`src/rtl/core/ttlp_pkg.sv`:
```
package ttlp_pkg;

    localparam int COORD_BITS_DEF = 12;
    localparam int TIME_BITS      = 32;
    localparam int HOLD_BITS      = 16;
    localparam int RADIUS_BITS    = 8;
    localparam int RADIUS_SQ_BITS = 2 * RADIUS_BITS;
    localparam int CFG_IDX_BITS   = 2;
    localparam int CFG_DATA_BITS  = 16;

    localparam logic [CFG_IDX_BITS-1:0] CFG_LONG_PRESS = 2'd0;
    localparam logic [CFG_IDX_BITS-1:0] CFG_JITTER     = 2'd1;

    localparam logic [HOLD_BITS-1:0]      LONG_PRESS_RST = 16'd500;
    localparam logic [RADIUS_BITS-1:0]    JITTER_RST     = 8'd10;
    localparam logic [RADIUS_SQ_BITS-1:0] JITTER_SQ_RST  = 16'd100;

    typedef enum logic [1:0] {
        EV_NONE      = 2'd0,
        EV_TAP       = 2'd1,
        EV_SECONDARY = 2'd2
    } ttlp_event_t;

    typedef struct packed {
        logic is_down;
        logic hold_fired;
    } ttlp_flags_t;

    typedef struct packed {
        ttlp_flags_t flags;
        logic        restart;
        ttlp_event_t ev;
        logic        ev_at_start;
    } ttlp_upd_t;

endpackage

```
`src/rtl/core/ttlp_eval.sv`:
```
module ttlp_eval #(
    parameter int COORD_BITS = ttlp_pkg::COORD_BITS_DEF
) (
    input  ttlp_pkg::ttlp_flags_t                 flags,
    input  logic [ttlp_pkg::TIME_BITS-1:0]        start_time,
    input  logic [COORD_BITS-1:0]                 start_x,
    input  logic [COORD_BITS-1:0]                 start_y,
    input  logic                                  touched,
    input  logic                                  alt_button,
    input  logic [COORD_BITS-1:0]                 pos_x,
    input  logic [COORD_BITS-1:0]                 pos_y,
    input  logic [ttlp_pkg::TIME_BITS-1:0]        now_ms,
    input  logic [ttlp_pkg::HOLD_BITS-1:0]        long_press_ms,
    input  logic [ttlp_pkg::RADIUS_SQ_BITS-1:0]   radius_sq,
    output ttlp_pkg::ttlp_upd_t                   upd
);
    import ttlp_pkg::*;

    localparam int SQ_BITS   = 2 * COORD_BITS;
    localparam int DIST_BITS = SQ_BITS + 1;

    logic [COORD_BITS-1:0] dx;
    logic [COORD_BITS-1:0] dy;
    logic [SQ_BITS-1:0]    dx_sq;
    logic [SQ_BITS-1:0]    dy_sq;
    logic [DIST_BITS-1:0]  dist_sq;
    logic                  drifted;
    logic [TIME_BITS-1:0]  elapsed;
    logic                  held_long;

    assign dx      = (pos_x >= start_x) ? (pos_x - start_x) : (start_x - pos_x);
    assign dy      = (pos_y >= start_y) ? (pos_y - start_y) : (start_y - pos_y);
    assign dx_sq   = SQ_BITS'(dx) * SQ_BITS'(dx);
    assign dy_sq   = SQ_BITS'(dy) * SQ_BITS'(dy);
    assign dist_sq = DIST_BITS'(dx_sq) + DIST_BITS'(dy_sq);
    assign drifted = dist_sq > DIST_BITS'(radius_sq);

    assign elapsed   = now_ms - start_time;
    assign held_long = elapsed >= TIME_BITS'(long_press_ms);

    always_comb
    begin
        upd             = '0;
        upd.flags       = flags;
        upd.ev          = EV_NONE;
        if (touched)
        begin
            if (alt_button)
            begin
                upd.flags = '0;
                upd.ev    = EV_SECONDARY;
            end
            else if (!flags.is_down)
            begin
                upd.flags.is_down    = 1'b1;
                upd.flags.hold_fired = 1'b0;
                upd.restart          = 1'b1;
            end
            else if (drifted)
            begin
                upd.flags.hold_fired = 1'b0;
                upd.restart          = 1'b1;
            end
            else if (!flags.hold_fired && held_long)
            begin
                upd.flags.hold_fired = 1'b1;
                upd.ev               = EV_SECONDARY;
                upd.ev_at_start      = 1'b1;
            end
        end
        else if (flags.is_down)
        begin
            if (!flags.hold_fired)
            begin
                upd.ev          = EV_TAP;
                upd.ev_at_start = 1'b1;
            end
            upd.flags = '0;
        end
    end

endmodule

```
`src/rtl/core/touch_tap_longpress_classifier_core.sv`:
```
// Tap and long-press classifier. Each sample transfer yields exactly one event
// transfer (event_res none, tap or secondary tap, with its point). One sample
// is taken every cycle while sample_stall is low; a sample reaches the event
// port through the sample register and then the event register, around the
// single pass of distance and hold-time compares. A stalled event port holds
// the event register and, once the sample register is also full, stalls the
// sample port. cfg_ready is always high; write the registers only while idle.
module touch_tap_longpress_classifier_core #(
    parameter int COORD_BITS = ttlp_pkg::COORD_BITS_DEF
) (
    input  logic                                 clk,
    input  logic                                 rst_n,
    input  logic                                 cfg_valid,
    output logic                                 cfg_ready,
    input  logic [ttlp_pkg::CFG_IDX_BITS-1:0]    cfg_index,
    input  logic [ttlp_pkg::CFG_DATA_BITS-1:0]   cfg_data,
    input  logic                                 sample_valid,
    output logic                                 sample_stall,
    input  logic                                 touched,
    input  logic                                 alt_button,
    input  logic [COORD_BITS-1:0]                pos_x,
    input  logic [COORD_BITS-1:0]                pos_y,
    input  logic [ttlp_pkg::TIME_BITS-1:0]       now_ms,
    output logic                                 event_valid,
    input  logic                                 event_stall,
    output logic [1:0]                           event_res,
    output logic [COORD_BITS-1:0]                event_x,
    output logic [COORD_BITS-1:0]                event_y
);
    import ttlp_pkg::*;

    logic                       cfg_write;
    logic [HOLD_BITS-1:0]       long_press_reg;
    logic [RADIUS_SQ_BITS-1:0]  radius_sq_reg;
    logic [RADIUS_BITS-1:0]     radius_next;

    logic                       in_valid_reg;
    logic                       in_valid_next;
    logic                       touched_reg;
    logic                       alt_reg;
    logic [COORD_BITS-1:0]      x_reg;
    logic [COORD_BITS-1:0]      y_reg;
    logic [TIME_BITS-1:0]       now_reg;

    ttlp_flags_t                flags_reg;
    logic [TIME_BITS-1:0]       start_time_reg;
    logic [COORD_BITS-1:0]      start_x_reg;
    logic [COORD_BITS-1:0]      start_y_reg;

    logic                       out_valid_reg;
    logic                       out_valid_next;
    ttlp_event_t                ev_reg;
    logic [COORD_BITS-1:0]      ev_x_reg;
    logic [COORD_BITS-1:0]      ev_y_reg;

    logic                       take;
    logic                       advance;
    ttlp_upd_t                  upd;
    logic [COORD_BITS-1:0]      ev_x_next;
    logic [COORD_BITS-1:0]      ev_y_next;

    assign cfg_ready   = 1'b1;
    assign cfg_write   = cfg_valid && cfg_ready;
    assign radius_next = cfg_data[RADIUS_BITS-1:0];

    assign advance        = in_valid_reg && (!out_valid_reg || !event_stall);
    assign sample_stall   = in_valid_reg && out_valid_reg && event_stall;
    assign take           = sample_valid && !sample_stall;
    assign in_valid_next  = take || (in_valid_reg && !advance);
    assign out_valid_next = advance || (out_valid_reg && event_stall);

    ttlp_eval #(
        .COORD_BITS (COORD_BITS)
    ) u_eval (
        .flags         (flags_reg),
        .start_time    (start_time_reg),
        .start_x       (start_x_reg),
        .start_y       (start_y_reg),
        .touched       (touched_reg),
        .alt_button    (alt_reg),
        .pos_x         (x_reg),
        .pos_y         (y_reg),
        .now_ms        (now_reg),
        .long_press_ms (long_press_reg),
        .radius_sq     (radius_sq_reg),
        .upd           (upd)
    );

    always_comb
    begin
        ev_x_next = '0;
        ev_y_next = '0;
        if (upd.ev != EV_NONE)
        begin
            ev_x_next = upd.ev_at_start ? start_x_reg : x_reg;
            ev_y_next = upd.ev_at_start ? start_y_reg : y_reg;
        end
    end

    always_ff @(posedge clk or negedge rst_n)
    begin
        if (!rst_n)
        begin
            long_press_reg <= LONG_PRESS_RST;
            radius_sq_reg  <= JITTER_SQ_RST;
            in_valid_reg   <= 1'b0;
            out_valid_reg  <= 1'b0;
            flags_reg      <= '0;
            start_time_reg <= '0;
            start_x_reg    <= '0;
            start_y_reg    <= '0;
        end
        else
        begin
            if (cfg_write && cfg_index == CFG_LONG_PRESS)
            begin
                long_press_reg <= cfg_data[HOLD_BITS-1:0];
            end
            if (cfg_write && cfg_index == CFG_JITTER)
            begin
                radius_sq_reg <= RADIUS_SQ_BITS'(radius_next) * RADIUS_SQ_BITS'(radius_next);
            end
            in_valid_reg  <= in_valid_next;
            out_valid_reg <= out_valid_next;
            if (advance)
            begin
                flags_reg <= upd.flags;
                if (upd.restart)
                begin
                    start_time_reg <= now_reg;
                    start_x_reg    <= x_reg;
                    start_y_reg    <= y_reg;
                end
            end
        end
    end

    always_ff @(posedge clk)
    begin
        if (take)
        begin
            touched_reg <= touched;
            alt_reg     <= alt_button;
            x_reg       <= pos_x;
            y_reg       <= pos_y;
            now_reg     <= now_ms;
        end
        if (advance)
        begin
            ev_reg   <= upd.ev;
            ev_x_reg <= ev_x_next;
            ev_y_reg <= ev_y_next;
        end
    end

    assign event_valid = out_valid_reg;
    assign event_res   = ev_reg;
    assign event_x     = ev_x_reg;
    assign event_y     = ev_y_reg;

    a_stall_needs_item: assert property (@(posedge clk) disable iff (!rst_n)
        sample_stall |-> in_valid_reg)
        else $error("sample stall without a held sample");

    a_take_loads: assert property (@(posedge clk) disable iff (!rst_n)
        take |=> in_valid_reg)
        else $error("transferred sample not held");

    a_fired_needs_down: assert property (@(posedge clk) disable iff (!rst_n)
        flags_reg.hold_fired |-> flags_reg.is_down)
        else $error("hold fired while released");

    a_none_at_origin: assert property (@(posedge clk) disable iff (!rst_n)
        (event_valid && ev_reg == EV_NONE) |-> (event_x == '0 && event_y == '0))
        else $error("empty event carries a point");

endmodule
```
`config.mk`:
```
export PLATFORM = sky130hd
export DESIGN_NAME = touch_tap_longpress_classifier_core
export DESIGN_NICKNAME = d
export VERILOG_FILES = /design/src/rtl/core/ttlp_pkg.sv /design/src/rtl/core/ttlp_eval.sv /design/src/rtl/core/touch_tap_longpress_classifier_core.sv
export SDC_FILE = /design/constraint.sdc
export NUM_CORES = 1
export LEC_CHECK = 0
export BUFFER_PORTS_ARGS = -buffer_cell sky130_fd_sc_hd__buf_4
export CORE_ASPECT_RATIO = 0.8
export CORE_UTILIZATION = 49
export DETAILED_ROUTE_END_ITERATION = 10
export GPL_TIMING_DRIVEN = 0
export HOLD_SLACK_MARGIN = 0.12
export PLACE_DENSITY = 0.66
export SYNTH_ARGS = -nofsm -noshare
export SYNTH_HDL_FRONTEND = slang
export SYNTH_SLANG_ARGS = --single-unit
```
`constraint.sdc`:
```
create_clock -name clk -period 23.5 [get_ports clk]
set_clock_uncertainty 0.15 [all_clocks]
set_input_delay 1.175 -clock clk [delete_from_list [all_inputs] [get_ports clk]]
set_output_delay 1.175 -clock clk [all_outputs]
set_load 0.1 [all_outputs]
```
==> PnR_summary.wiki <==
{| class="wikitable"
! Metric !! Value
|-
| Maximum capacitance violations || 0
|-
| Post-cts gate resize count || 0
|-
| Distinct cell type count of the synthesized netlist || 93
|-
| Remaining Overflow, GRT || 0
|-
| Number of nets in the final layout || 3058
|-
| Final-report max-slew violation count || 0
|-
| Antenna violations before repair || 0
|-
| Antenna diode count || 0
|-
| Layout cell share with drive strength beyond 1 || 9.105%
|-
| Via total after detailed routing || 16650
|-
| Post-synth design cell area || 21610 um2
|-
| Cell taking the most area after synthesis || fa_1
|-
| Vias in the first global route || 17050
|-
| Area enclosed by the die boundary || 44940 um2
|-
| Cell occurring most often along the worst timing path || fa_1
|-
| Startpoint class of the critical path || flip-flop
|-
| Gp weighted congestion || 0.9063
|-
| Clock tree from TritonCTS || done
|-
| Pin count of the biggest net entering global routing || 92
|-
| Die outline width || 236.8 um
|-
| Worst-case headroom to the max-slew limit || 19.34%
|-
| Die boundary height || 189.8 um
|-
| Cts bufs inserted || 17
|-
| EDFF count, synth || 84
|-
| Worst skew pair latency || 470 ps
|-
| # clock sinks || 175
|-
| Global-route wire length before repair || 86280 um
|-
| Dominant synthesized flop cell || edfxtp_1
|-
| Rows || 68
|-
| Area delta synth->final || 10.07%
|-
| DR DRC count || 0
|-
| Final Routed Wirelength || 51400 um
|-
| Slew @ Worst Pin || 1210 ps
|-
| Type of the most critical hold path || flip-flop to flip-flop
|-
| Cell at the slowest stage of the critical path || xnor2_1
|-
| Number of inserted filler cells in the final layout || 3880
|-
| Sort of element at the end of the critical path || flip-flop
|-
| Warnings from Yosys || 0
|-
| Number of violations reported at the end of detailed-routing iteration 0 || 1106
|-
| Number of I/O port buffers || 106
|-
| Net Count, Synth || 2932
|-
| Combined area of the multi-input logic cells || 14700 um2
|-
| Cells taking the most area after synthesis || fa_1 21%, ha_1 14%, edfxtp_1 12%
|-
| TNS Setup || 0 ps
|-
| Number of endpoints with negative hold slack in the final report || 0
|-
| Number of synthesized register bits || 175
|-
| Post-route fraction of the period consumed by the critical path || 57.32%
|-
| Final standard cell utilization of the core || 54.92%
|-
| Data arrival time of the critical path || 13530 ps
|-
| Largest buffer count on any clock path || 2
|-
| Worst-path fanout max || 10
|-
| Placed wire-length estimate after detailed placement || 43080 um
|-
| Worst slack, placed || 10190 ps
|-
| Most numerous cell in the Yosys netlist || inv_1
|-
| Final min period || 13470 ps
|-
| Effective utilization at floorplan || 49.89%
|-
| Number of endpoints failing setup at the final stage || 0
|-
| Number of nets with antenna violations after routing || 0
|-
| Post-synthesis sequential area ratio || 22.27%
|-
| Post-synthesis average cell area || 9.094 um2
|-
| Final routed wire length divided by cell count || 16.72 um
|-
| Run status || complete, no violations
|-
| Area share of the leading cell type in the synthesized netlist || 21.50%
|-
| Setup Buffers After CTS || 0
|-
| Top-level port count || 110
|-
| Setup repair after global routing missed its margin || false
|-
| Crit Path Class || flip-flop to flip-flop
|-
| Overall global routing resource usage || 24.00%
|-
| Data required time at the worst endpoint || 23560 ps
|-
| Cell at the root of the clock tree || clkbuf_16
|-
| R2R Setup Slk || 10030 ps
|-
| Area of the core region || 43310 um2
|-
| Sequential standard cell area || 4811 um2
|-
| # H-tree levels || 4
|-
| Post-layout worst setup margin || 10030 ps
|-
| Detailed-route vias per instance || 5.415
|-
| Maximum frequency from static timing analysis || 0.07424 GHz
|-
| Cell count after synthesis || 2376
|-
| Fraction of synthesis flops using an asynchronous set or reset pin || 52.00%
|-
| Number of iterations in the first detailed-routing pass || 5
|-
| Clock-pin slew of the registers on the worst-case setup and hold paths || 70 ps
|-
| Most frequent cells after synthesis || 448 x inv_1, 243 x ha_1, 232 x fa_1
|-
| Maximum single-stage delay on the critical path || 740 ps
|-
| CTS Hold Bufs || 0
|}
==> cell families (layout without fill, tap and decap cells) <==
| kind of cell | after synthesis | after routing | share of synthesized area [%] |
|---|---|---|---|
| and+or+nand+nor | 601 | 601 | 13.24 |
| AOI/OAI and AO/OA | 480 | 480 | 14.47 |
| xor gates and xnor gates | 79 | 79 | 3.376 |
| muxes | 28 | 28 | 1.361 |
| adders and majority gates | 475 | 475 | 35.57 |
| other | 1 | 1 | 0.01736 |
| buffers and inverters | 537 | 676 | 9.699 |
| DFF | 175 | 175 | 22.27 |
==> final timing paths <==
path	from	end	cells past startpoint
max reg2reg	y_reg[0]	event_x[5]	43
min reg2reg	radius_sq_reg[7]	radius_sq_reg[7]	2
min	radius_sq_reg[7]	radius_sq_reg[7]	2
max	y_reg[0]	event_x[5]	43
min in group asynchronous	rst_n	start_time_reg[23]	1
max in group asynchronous	rst_n	radius_sq_reg[12]	1
==> layout by cell type, fill, tap and decap left out, types with 28 or more instances in the layout <==
cell type,n
xor2_1,28
nor3_1,42
nor2_1,143
inv_1,448
a21oi_1,89
xnor2_1,46
o21a_1,41
dfrtp_1,82
o21ai_0,161
edfxtp_1,84
buf_4,109
fa_1,232
ha_1,243
a21o_1,55
nand2b_1,40
clkbuf_1,51
nand2_1,231
==> metrics by stage <==
step	instance area, um2	hold slack [ps]	instances
after CTS	23780	335.6	3075
after global placement	23100	318.0	3042
after global routing	23780	346.1	3075
after floorplan	21610	299.8	2376
after detailed placement	23120	321.5	3043
final	23780	335.9	3075
==> cell type report <==
cell class | instances | share of cell area, %
Sequential cell | 175 | 20.23
Multi-Input combinational cell | 1664 | 61.82
Inverter | 459 | 7.255
Buffer | 78 | 1.557
Timing Repair Buffer | 107 | 3.430
Clock buffer | 17 | 1.789
Tap cell | 560 | 2.946
Clock inverter | 15 | 0.9785
==> critical path: cells and delay by family, from the launching register on <==
kind	cells	cell delay (ps)
adder cells (fa/ha/maj)	11	4670
flip-flops	1	440
buffers and inverters	9	1570
XOR/XNOR	2	920
AND/OR/NAND/NOR	5	1120
multiplexers	1	130
AO/OA/AOI/OAI	15	4230
==> layer usage <==
| metal | vias to the layer above | routed length (um) | GRT usage, % |
|---|---|---|---|
| li1 | 8062 | - | - |
| met2 | 398 | 24000 | 39.16 |
| met5 | - | 0 | 0 |
| met3 | 52 | 2249 | 3.743 |
| met1 | 8140 | 24280 | 33.63 |
| met4 | 0 | 873 | 5.544 |
Power is left out: the tool's default activity adds up to more than one toggle a clock period on the data nets, which glitch-free logic cannot reach.
